## src/rtl/core/bpe_pkg.sv

```systemverilog
// Shared types and constants for the button debounce to pointer events block.
// Used by bpe_debounce, bpe_report and button_debounce_to_pointer_events.
package bpe_pkg;

    // button count and bit positions in the scan word
    localparam int NUM_BTN    = 11;
    localparam int BTN_UP     = 0;
    localparam int BTN_DOWN   = 1;
    localparam int BTN_LEFT   = 2;
    localparam int BTN_RIGHT  = 3;
    localparam int BTN_LCLICK = 4;
    localparam int BTN_RCLICK = 5;
    localparam int BTN_MCLICK = 6;
    localparam int BTN_SUP    = 7;
    localparam int BTN_SDOWN  = 8;
    localparam int BTN_KEY1   = 9;
    localparam int BTN_KEY2   = 10;

    // one-shot event bits and the button behind each
    localparam int EVT_W = 5;
    localparam int EVENT_BTN [EVT_W] = '{BTN_LCLICK, BTN_RCLICK, BTN_MCLICK, BTN_KEY1, BTN_KEY2};

    // field widths
    localparam int STEP_W  = 7;
    localparam int TIME_W  = 16;
    localparam int DELTA_W = 8;
    localparam int TS_IN_W = 32;

    // configuration port
    localparam int CFG_IDX_W  = 2;
    localparam int CFG_DATA_W = 16;
    localparam logic [CFG_IDX_W-1:0] CFG_MOVE_STEP       = 2'd0;
    localparam logic [CFG_IDX_W-1:0] CFG_SCROLL_STEP     = 2'd1;
    localparam logic [CFG_IDX_W-1:0] CFG_REPEAT_INTERVAL = 2'd2;
    localparam logic [CFG_IDX_W-1:0] CFG_DEBOUNCE_TIME   = 2'd3;

    // configuration reset values
    localparam logic [STEP_W-1:0] MOVE_STEP_RST       = 7'd8;
    localparam logic [STEP_W-1:0] SCROLL_STEP_RST     = 7'd1;
    localparam logic [TIME_W-1:0] REPEAT_INTERVAL_RST = 16'd20;
    localparam logic [TIME_W-1:0] DEBOUNCE_TIME_RST   = 16'd50;

    typedef struct packed {
        logic [STEP_W-1:0] move_step;
        logic [STEP_W-1:0] scroll_step;
        logic [TIME_W-1:0] repeat_interval;
        logic [TIME_W-1:0] debounce_time;
    } cfg_t;

    // debounce outcome for one scan
    typedef struct packed {
        logic [NUM_BTN-1:0] stable;
        logic [NUM_BTN-1:0] rearm;
    } deb_t;

    // one result item
    typedef struct packed {
        logic [EVT_W-1:0]          press_events;
        logic                      move_valid;
        logic signed [DELTA_W-1:0] move_dx;
        logic signed [DELTA_W-1:0] move_dy;
        logic                      wheel_valid;
        logic signed [DELTA_W-1:0] wheel_delta;
    } res_t;

endpackage

```

## src/rtl/core/button_debounce_to_pointer_events.sv

```systemverilog
// An accepted item is held in the input register, then its result in the output register.
// Throughput: one item per cycle unless the output stalls, set by the single register pass.
// The output register and the input register each hold one item, so a stalled output
// still lets one more item in.
// Reset: all buttons read released, change times, fired flags and repeat time are zero,
// configuration returns to step 8, scroll 1, repeat 20 ms, debounce 50 ms.
module button_debounce_to_pointer_events #(
    parameter int TIMESTAMP_BITS = 32
) (
    input  logic                                   clk,
    input  logic                                   rst_n,
    input  logic                                   cfg_wr_en,
    input  logic [bpe_pkg::CFG_IDX_W-1:0]          cfg_index,
    input  logic [bpe_pkg::CFG_DATA_W-1:0]         cfg_data,
    input  logic                                   in_valid,
    output logic                                   in_ready,
    input  logic [bpe_pkg::NUM_BTN-1:0]            pin_levels,
    input  logic [bpe_pkg::TS_IN_W-1:0]            now_ms,
    output logic                                   out_valid,
    input  logic                                   out_ready,
    output logic [bpe_pkg::EVT_W-1:0]              press_events,
    output logic                                   move_valid,
    output logic signed [bpe_pkg::DELTA_W-1:0]     move_dx,
    output logic signed [bpe_pkg::DELTA_W-1:0]     move_dy,
    output logic                                   wheel_valid,
    output logic signed [bpe_pkg::DELTA_W-1:0]     wheel_delta
);
    import bpe_pkg::*;

    localparam int TS_W = TIMESTAMP_BITS;

    cfg_t               cfg_reg;
    logic               in_valid_reg;
    logic               in_valid_next;
    logic [NUM_BTN-1:0] pins_reg;
    logic [TS_W-1:0]    now_reg;
    logic               out_valid_reg;
    logic               out_valid_next;
    res_t               res_reg;
    res_t               res;
    deb_t               deb;
    logic               advance;

    // configuration registers
    always_ff @(posedge clk or negedge rst_n)
    begin
        if (!rst_n)
        begin
            cfg_reg.move_step       <= MOVE_STEP_RST;
            cfg_reg.scroll_step     <= SCROLL_STEP_RST;
            cfg_reg.repeat_interval <= REPEAT_INTERVAL_RST;
            cfg_reg.debounce_time   <= DEBOUNCE_TIME_RST;
        end
        else if (cfg_wr_en)
        begin
            case (cfg_index)
                CFG_MOVE_STEP:       cfg_reg.move_step       <= cfg_data[STEP_W-1:0];
                CFG_SCROLL_STEP:     cfg_reg.scroll_step     <= cfg_data[STEP_W-1:0];
                CFG_REPEAT_INTERVAL: cfg_reg.repeat_interval <= cfg_data[TIME_W-1:0];
                CFG_DEBOUNCE_TIME:   cfg_reg.debounce_time   <= cfg_data[TIME_W-1:0];
                default: ;
            endcase
        end
    end

    // handshake control
    assign advance        = in_valid_reg && (!out_valid_reg || out_ready);
    assign in_ready       = !in_valid_reg || advance;
    assign in_valid_next  = (in_valid && in_ready) ? 1'b1 : (advance ? 1'b0 : in_valid_reg);
    assign out_valid_next = advance ? 1'b1 : (out_ready ? 1'b0 : out_valid_reg);

    always_ff @(posedge clk or negedge rst_n)
    begin
        if (!rst_n)
        begin
            in_valid_reg  <= 1'b0;
            out_valid_reg <= 1'b0;
        end
        else
        begin
            in_valid_reg  <= in_valid_next;
            out_valid_reg <= out_valid_next;
        end
    end

    // input item register, timestamp taken modulo the timestamp width
    always_ff @(posedge clk)
    begin
        if (in_valid && in_ready)
        begin
            pins_reg <= pin_levels;
            now_reg  <= TS_W'(now_ms);
        end
    end

    bpe_debounce #(
        .TS_W (TS_W)
    ) u_debounce (
        .clk           (clk),
        .rst_n         (rst_n),
        .advance       (advance),
        .pins          (pins_reg),
        .now           (now_reg),
        .debounce_time (cfg_reg.debounce_time),
        .deb           (deb)
    );

    bpe_report #(
        .TS_W (TS_W)
    ) u_report (
        .clk     (clk),
        .rst_n   (rst_n),
        .advance (advance),
        .deb     (deb),
        .now     (now_reg),
        .cfg     (cfg_reg),
        .res     (res)
    );

    // result register
    always_ff @(posedge clk)
    begin
        if (advance)
        begin
            res_reg <= res;
        end
    end

    assign out_valid    = out_valid_reg;
    assign press_events = res_reg.press_events;
    assign move_valid   = res_reg.move_valid;
    assign move_dx      = res_reg.move_dx;
    assign move_dy      = res_reg.move_dy;
    assign wheel_valid  = res_reg.wheel_valid;
    assign wheel_delta  = res_reg.wheel_delta;

endmodule

```

## src/rtl/core/bpe_debounce.sv

```systemverilog
// Per-button debounce lanes: raw level, last change time and stable level.
// Depends on bpe_pkg.
module bpe_debounce #(
    parameter int TS_W = 32
) (
    input  logic                        clk,
    input  logic                        rst_n,
    input  logic                        advance,
    input  logic [bpe_pkg::NUM_BTN-1:0] pins,
    input  logic [TS_W-1:0]             now,
    input  logic [bpe_pkg::TIME_W-1:0]  debounce_time,
    output bpe_pkg::deb_t               deb
);
    import bpe_pkg::*;

    logic [NUM_BTN-1:0] raw_reg;
    logic [NUM_BTN-1:0] stable_reg;
    logic [NUM_BTN-1:0] stable_next;
    logic [NUM_BTN-1:0] settle;
    logic [TS_W-1:0]    change_time_reg  [NUM_BTN];
    logic [TS_W-1:0]    change_time_next [NUM_BTN];
    logic [TS_W-1:0]    elapsed          [NUM_BTN];

    // one lane per button, all in parallel
    for (genvar i = 0; i < NUM_BTN; i++) begin : g_lane
        assign change_time_next[i] = (pins[i] != raw_reg[i]) ? now : change_time_reg[i];
        assign elapsed[i]          = now - change_time_next[i];
        assign settle[i]           = (elapsed[i] > TS_W'(debounce_time))
                                     && (pins[i] != stable_reg[i]);
        assign stable_next[i]      = settle[i] ? pins[i] : stable_reg[i];
    end

    assign deb.stable = stable_next;
    assign deb.rearm  = settle;

    // lane state, released at reset
    always_ff @(posedge clk or negedge rst_n)
    begin
        if (!rst_n)
        begin
            raw_reg    <= '1;
            stable_reg <= '1;
            for (int i = 0; i < NUM_BTN; i++)
            begin
                change_time_reg[i] <= '0;
            end
        end
        else if (advance)
        begin
            raw_reg    <= pins;
            stable_reg <= stable_next;
            for (int i = 0; i < NUM_BTN; i++)
            begin
                change_time_reg[i] <= change_time_next[i];
            end
        end
    end

endmodule

```

## src/rtl/core/bpe_report.sv

```systemverilog
// One-shot press events and hold-repeat pointer and wheel deltas.
// Depends on bpe_pkg; takes the debounced levels from bpe_debounce.
module bpe_report #(
    parameter int TS_W = 32
) (
    input  logic            clk,
    input  logic            rst_n,
    input  logic            advance,
    input  bpe_pkg::deb_t   deb,
    input  logic [TS_W-1:0] now,
    input  bpe_pkg::cfg_t   cfg,
    output bpe_pkg::res_t   res
);
    import bpe_pkg::*;

    logic [NUM_BTN-1:0]        fired_reg;
    logic [NUM_BTN-1:0]        fired_next;
    logic [NUM_BTN-1:0]        held;
    logic [TS_W-1:0]           repeat_time_reg;
    logic [TS_W-1:0]           rep_elapsed;
    logic                      tick;
    logic signed [DELTA_W-1:0] move_amt;
    logic signed [DELTA_W-1:0] wheel_amt;
    logic signed [DELTA_W-1:0] dx;
    logic signed [DELTA_W-1:0] dy;
    logic signed [DELTA_W-1:0] wh;

    assign held = ~deb.stable;

    // repeat tick and deltas
    assign rep_elapsed = now - repeat_time_reg;
    assign tick        = rep_elapsed >= TS_W'(cfg.repeat_interval);
    assign move_amt    = {1'b0, cfg.move_step};
    assign wheel_amt   = {1'b0, cfg.scroll_step};

    assign dx = (held[BTN_RIGHT] ? move_amt : '0) - (held[BTN_LEFT] ? move_amt : '0);
    assign dy = (held[BTN_DOWN] ? move_amt : '0) - (held[BTN_UP] ? move_amt : '0);
    assign wh = (held[BTN_SUP] ? wheel_amt : '0) - (held[BTN_SDOWN] ? wheel_amt : '0);

    // one-shot events fire once per stable press, then the repeat outputs
    always_comb
    begin
        fired_next = fired_reg & ~deb.rearm;
        res.press_events = '0;
        for (int k = 0; k < EVT_W; k++)
        begin
            if (held[EVENT_BTN[k]] && !fired_next[EVENT_BTN[k]])
            begin
                fired_next[EVENT_BTN[k]] = 1'b1;
                res.press_events[k]      = 1'b1;
            end
        end
        res.move_valid  = tick && ((dx != '0) || (dy != '0));
        res.move_dx     = res.move_valid ? dx : '0;
        res.move_dy     = res.move_valid ? dy : '0;
        res.wheel_valid = tick && (wh != '0);
        res.wheel_delta = res.wheel_valid ? wh : '0;
    end

    // fired flags and last repeat time
    always_ff @(posedge clk or negedge rst_n)
    begin
        if (!rst_n)
        begin
            fired_reg       <= '0;
            repeat_time_reg <= '0;
        end
        else if (advance)
        begin
            fired_reg <= fired_next;
            if (tick)
            begin
                repeat_time_reg <= now;
            end
        end
    end

endmodule

```

## config.mk

```make
export PLATFORM = sky130hd
export DESIGN_NAME = button_debounce_to_pointer_events
export DESIGN_NICKNAME = d
export VERILOG_FILES = /design/src/rtl/core/bpe_pkg.sv /design/src/rtl/core/button_debounce_to_pointer_events.sv /design/src/rtl/core/bpe_debounce.sv /design/src/rtl/core/bpe_report.sv
export SDC_FILE = /design/constraint.sdc
export NUM_CORES = 2
export LEC_CHECK = 0
export BUFFER_PORTS_ARGS = -buffer_cell sky130_fd_sc_hd__buf_2
export CAP_MARGIN = 20
export CELL_PAD_IN_SITES_DETAIL_PLACEMENT = 0
export CELL_PAD_IN_SITES_GLOBAL_PLACEMENT = 1
export CORE_MARGIN = 5
export CORE_UTILIZATION = 23
export CTS_CLUSTER_DIAMETER = 80
export DETAILED_ROUTE_END_ITERATION = 12
export MAX_ROUTING_LAYER = met4
export PLACE_DENSITY_LB_ADDON = 0.1
export SYNTH_ARGS = -nofsm -noshare
export SYNTH_HDL_FRONTEND = slang
export SYNTH_SLANG_ARGS = --single-unit
```

## constraint.sdc

```tcl
create_clock -name clk -period 10.4 [get_ports clk]
set_input_delay 3.12 -clock clk [delete_from_list [all_inputs] [get_ports clk]]
set_output_delay 3.12 -clock clk [all_outputs]
set_load 0.02 [all_outputs]
```

==> results.yml <==
clocking:
  h-tree-depth: 3
  cts_tree: "built"
  cts_buffers: 92
  cts-root-buf: "clkbuf_16"
  postCtsHoldBufs: 0
  clk-insertion-delay-late_ns: 0.75
  cts-resized-gates: 0
  clkTransAtPathRegs_ns: 0.06
  clock_path_buffers: 3
  cts_setup_buffers: 0
  cts.sinks: 533
worst_setup_path:
  slowest_stage: "xnor2_2"
  endpoint: "move_dy[1]"
  rrSetupSlack_ns: 1.43
  cp_max_fo: 18
  r2r_start: "pins_reg[3]"
  worst_r2r_endpoint: "move_dy[1]"
  worst_ep_arrival_time_ns: 9.45
  rr_worst_depth: 32
  cp-start-kind: "register"
  max_stage_delay_ns: 0.83
  path_common_cell: "a21oi_1"
  startpoint: "pins_reg[3]"
  worst-setup-path-type: "reg2reg"
  crit_path_end_kind: "register"
  required_ns: 10.89
global_routing:
  gr-total-overflow: 0
  grt_pass1_wl_mm: 330
  grt_pass1_vias: 48000
  grt_max_degree: 180
  antenna_found_initial: 13
  grtUsageTotal: 0.188
power_and_ir_drop:
  power.density_nw_per_um2: 251
  vdd.ir_drop.worst_mv: 0.123
  power.leakage_nw: 26.0
layout:
  final_common_cell: "nand2_1"
  largest_reg_flops: 352
  layout_common_cells: "716 x nand2_1, 549 x o21ai_0, 541 x ha_1"
  stdcell_area_sq_um: 60200
  fillers: 24800
  area_growth_pct: 14.4
  nNetsFinal: 7056
  drive_above_1_share: 0.101
placed_design:
  portBuffers: 98
  dpl_cell_area_sq_um: 57000
  hpwl_mm: 166
  gp_congestion: 0.825
sta:
  tns_ns: 0
  min_period_over_period: 0.862
  max_freq_mhz: 112
  slew_headroom: 0.248
  clock-skew-final_ns: 0.0422
  holdWs_ns: 0.475
  grt_setup_unrepaired: "no"
  worst_slew_pin_slew_ns: 1.12
  slew_viol_final: 0
  hold_viol_final: 0
  setup_viol: 0
  finalCriticalPeriod_ns: 8.97
routing:
  antenna_left: 0
  routed_wl_mm: 223
  wl_per_cell_um: 23.4
  vias_per_cell: 5.05
  drt_pass1_iterations: 7
  drc_errors: 0
  num_vias: 48100
  first_iter_violations: 3058
synthesis:
  synthAdderAreaFrac: 0.140
  synth_top_family_by_area: "compound AO/OA/AOI/OAI gates"
  syn_avg_cell_area_sq_um: 8.22
  synth_compound_area_frac: 0.253
  yosysSeqAreaShare: 0.261
  async_flop_share: 0.861
  synth_ff_type: "dfrtp_1"
  synth_xor_area_frac: 0.0475
  yosys-mux-area-fraction: 0.0753
  ys_types: 110
  synth_simple_gate_area_frac: 0.184
  synth_seq_cells: 533
  ys_warn_count: 0
  syn-cell-area_sq_um: 52700
  synth_edf_count: 74
  synthesis.nets: 7028
  synth_cells: 6410
run:
  drv_cap: 0
die:
  start_util: 0.231
  num_rows: 175
  io_pins: 99
  core_area_sq_um: 228000
  chipHeight_um: 488
  die-area_sq_um: 239000
  die_width_um: 488
outcome:
  outcome: "finished, final reports clean"
hold_path:
  min_path_type: "reg2reg"
[power breakdown]
group / switching, mW / internal [mW]
Sequential: 0.393 / 2.71
Clock: 1.30 / 1.94
Combinational: 5.32 / 3.47
[worst max-delay path, delay by kind of cell (launching register included)]
family                   cells  cell delay (ns)
AND/OR/NAND/NOR             11             2.82
AO/OA/AOI/OAI               10             2.05
XOR/XNOR                     3             1.23
adder cells (fa/ha/maj)      4             1.22
multiplexers                 2             0.56
flip-flops                   1             0.51
buffers and inverters        2             0.28
[cells in the mapped netlist (all sizes together) (23+ instances only)]
cell / instances / area (sq um)
dfstp: 29 / 762
and3: 57 / 357
xnor2: 173 / 1520
and2: 49 / 307
edfxtp: 74 / 2220
nand2: 717 / 2690
o2111ai: 23 / 201
a21o: 237 / 1780
nor2: 438 / 1660
dfrtp: 430 / 10800
inv: 234 / 878
maj3: 38 / 382
mux2i: 250 / 2500
o211ai: 54 / 410
a2111oi: 38 / 354
nor4: 42 / 269
a2bb2oi: 37 / 324
o21bai: 78 / 586
nor2b: 98 / 613
a21oi: 477 / 2390
or3: 39 / 244
a31oi: 50 / 313
ha: 541 / 6770
o31ai: 50 / 380
nand3: 169 / 851
xor2: 110 / 978
nand2b: 95 / 594
or2: 28 / 175
o21ai: 591 / 2970
mux2: 130 / 1460
nand4: 88 / 551
clkbuf: 266 / 1000
o21a: 85 / 638
buf: 40 / 209
nor3: 106 / 536
a211oi: 66 / 505
[cell type report]
cell class | count | area (sq um) | share of cell area
antenna | 4 | 10.0 | 0.000166
clock inverter | 58 | 702 | 0.0117
multi-input combinational | 5336 | 37000 | 0.614
sequential | 533 | 13700 | 0.228
inverter | 235 | 887 | 0.0147
timing repair buffer | 240 | 1690 | 0.0281
tap | 3009 | 3760 | 0.0625
clock buffer | 114 | 2470 | 0.0411
[metal layers]
metal  routed length [um]  GRT usage  up-vias
met1               111000      0.259    23500
met2               103000      0.304      706
met5                    0          -        -
met3                 6280     0.0202      160
li1                     -          -    23700
met4                 3820     0.0317        0
[cells by family after synthesis]
family / Yosys count
compound gates: 2058
xor+xnor: 283
fa+ha+maj: 590
buf+inv: 541
flops: 533
mux: 380
simple gates: 2025
[how the worst min path moves through the flow]
stage	startpoint	endpoint	cells after the start
2_1_floorplan	u_debounce.change_time_reg[128]	u_debounce.change_time_reg[128]	2
3_3_place_gp	u_debounce.change_time_reg[320]	u_debounce.change_time_reg[320]	2
3_5_place_dp	u_debounce.change_time_reg[192]	u_debounce.change_time_reg[192]	2
4_1_cts	u_debounce.change_time_reg[151]	u_debounce.change_time_reg[151]	2
5_1_grt	u_debounce.raw_reg[6]	u_debounce.raw_reg[6]	2
6_report	u_debounce.change_time_reg[348]	u_debounce.change_time_reg[348]	2
[through the flow]
step / setup slack [ns] / power (mW) / util / instances
after floorplan: 1.82 / 9.39 / - / 6410
after global placement: 1.40 / 12.0 / 0.250 / 9349
after detailed placement: 1.45 / 11.9 / 0.250 / 9350
after CTS: 1.41 / 15.3 / 0.264 / 9522
after global routing: 0.827 / 16.5 / 0.265 / 9528
final: 1.43 / 15.1 / 0.265 / 9529
No activity file was read; power rests on OpenSTA's default activity.
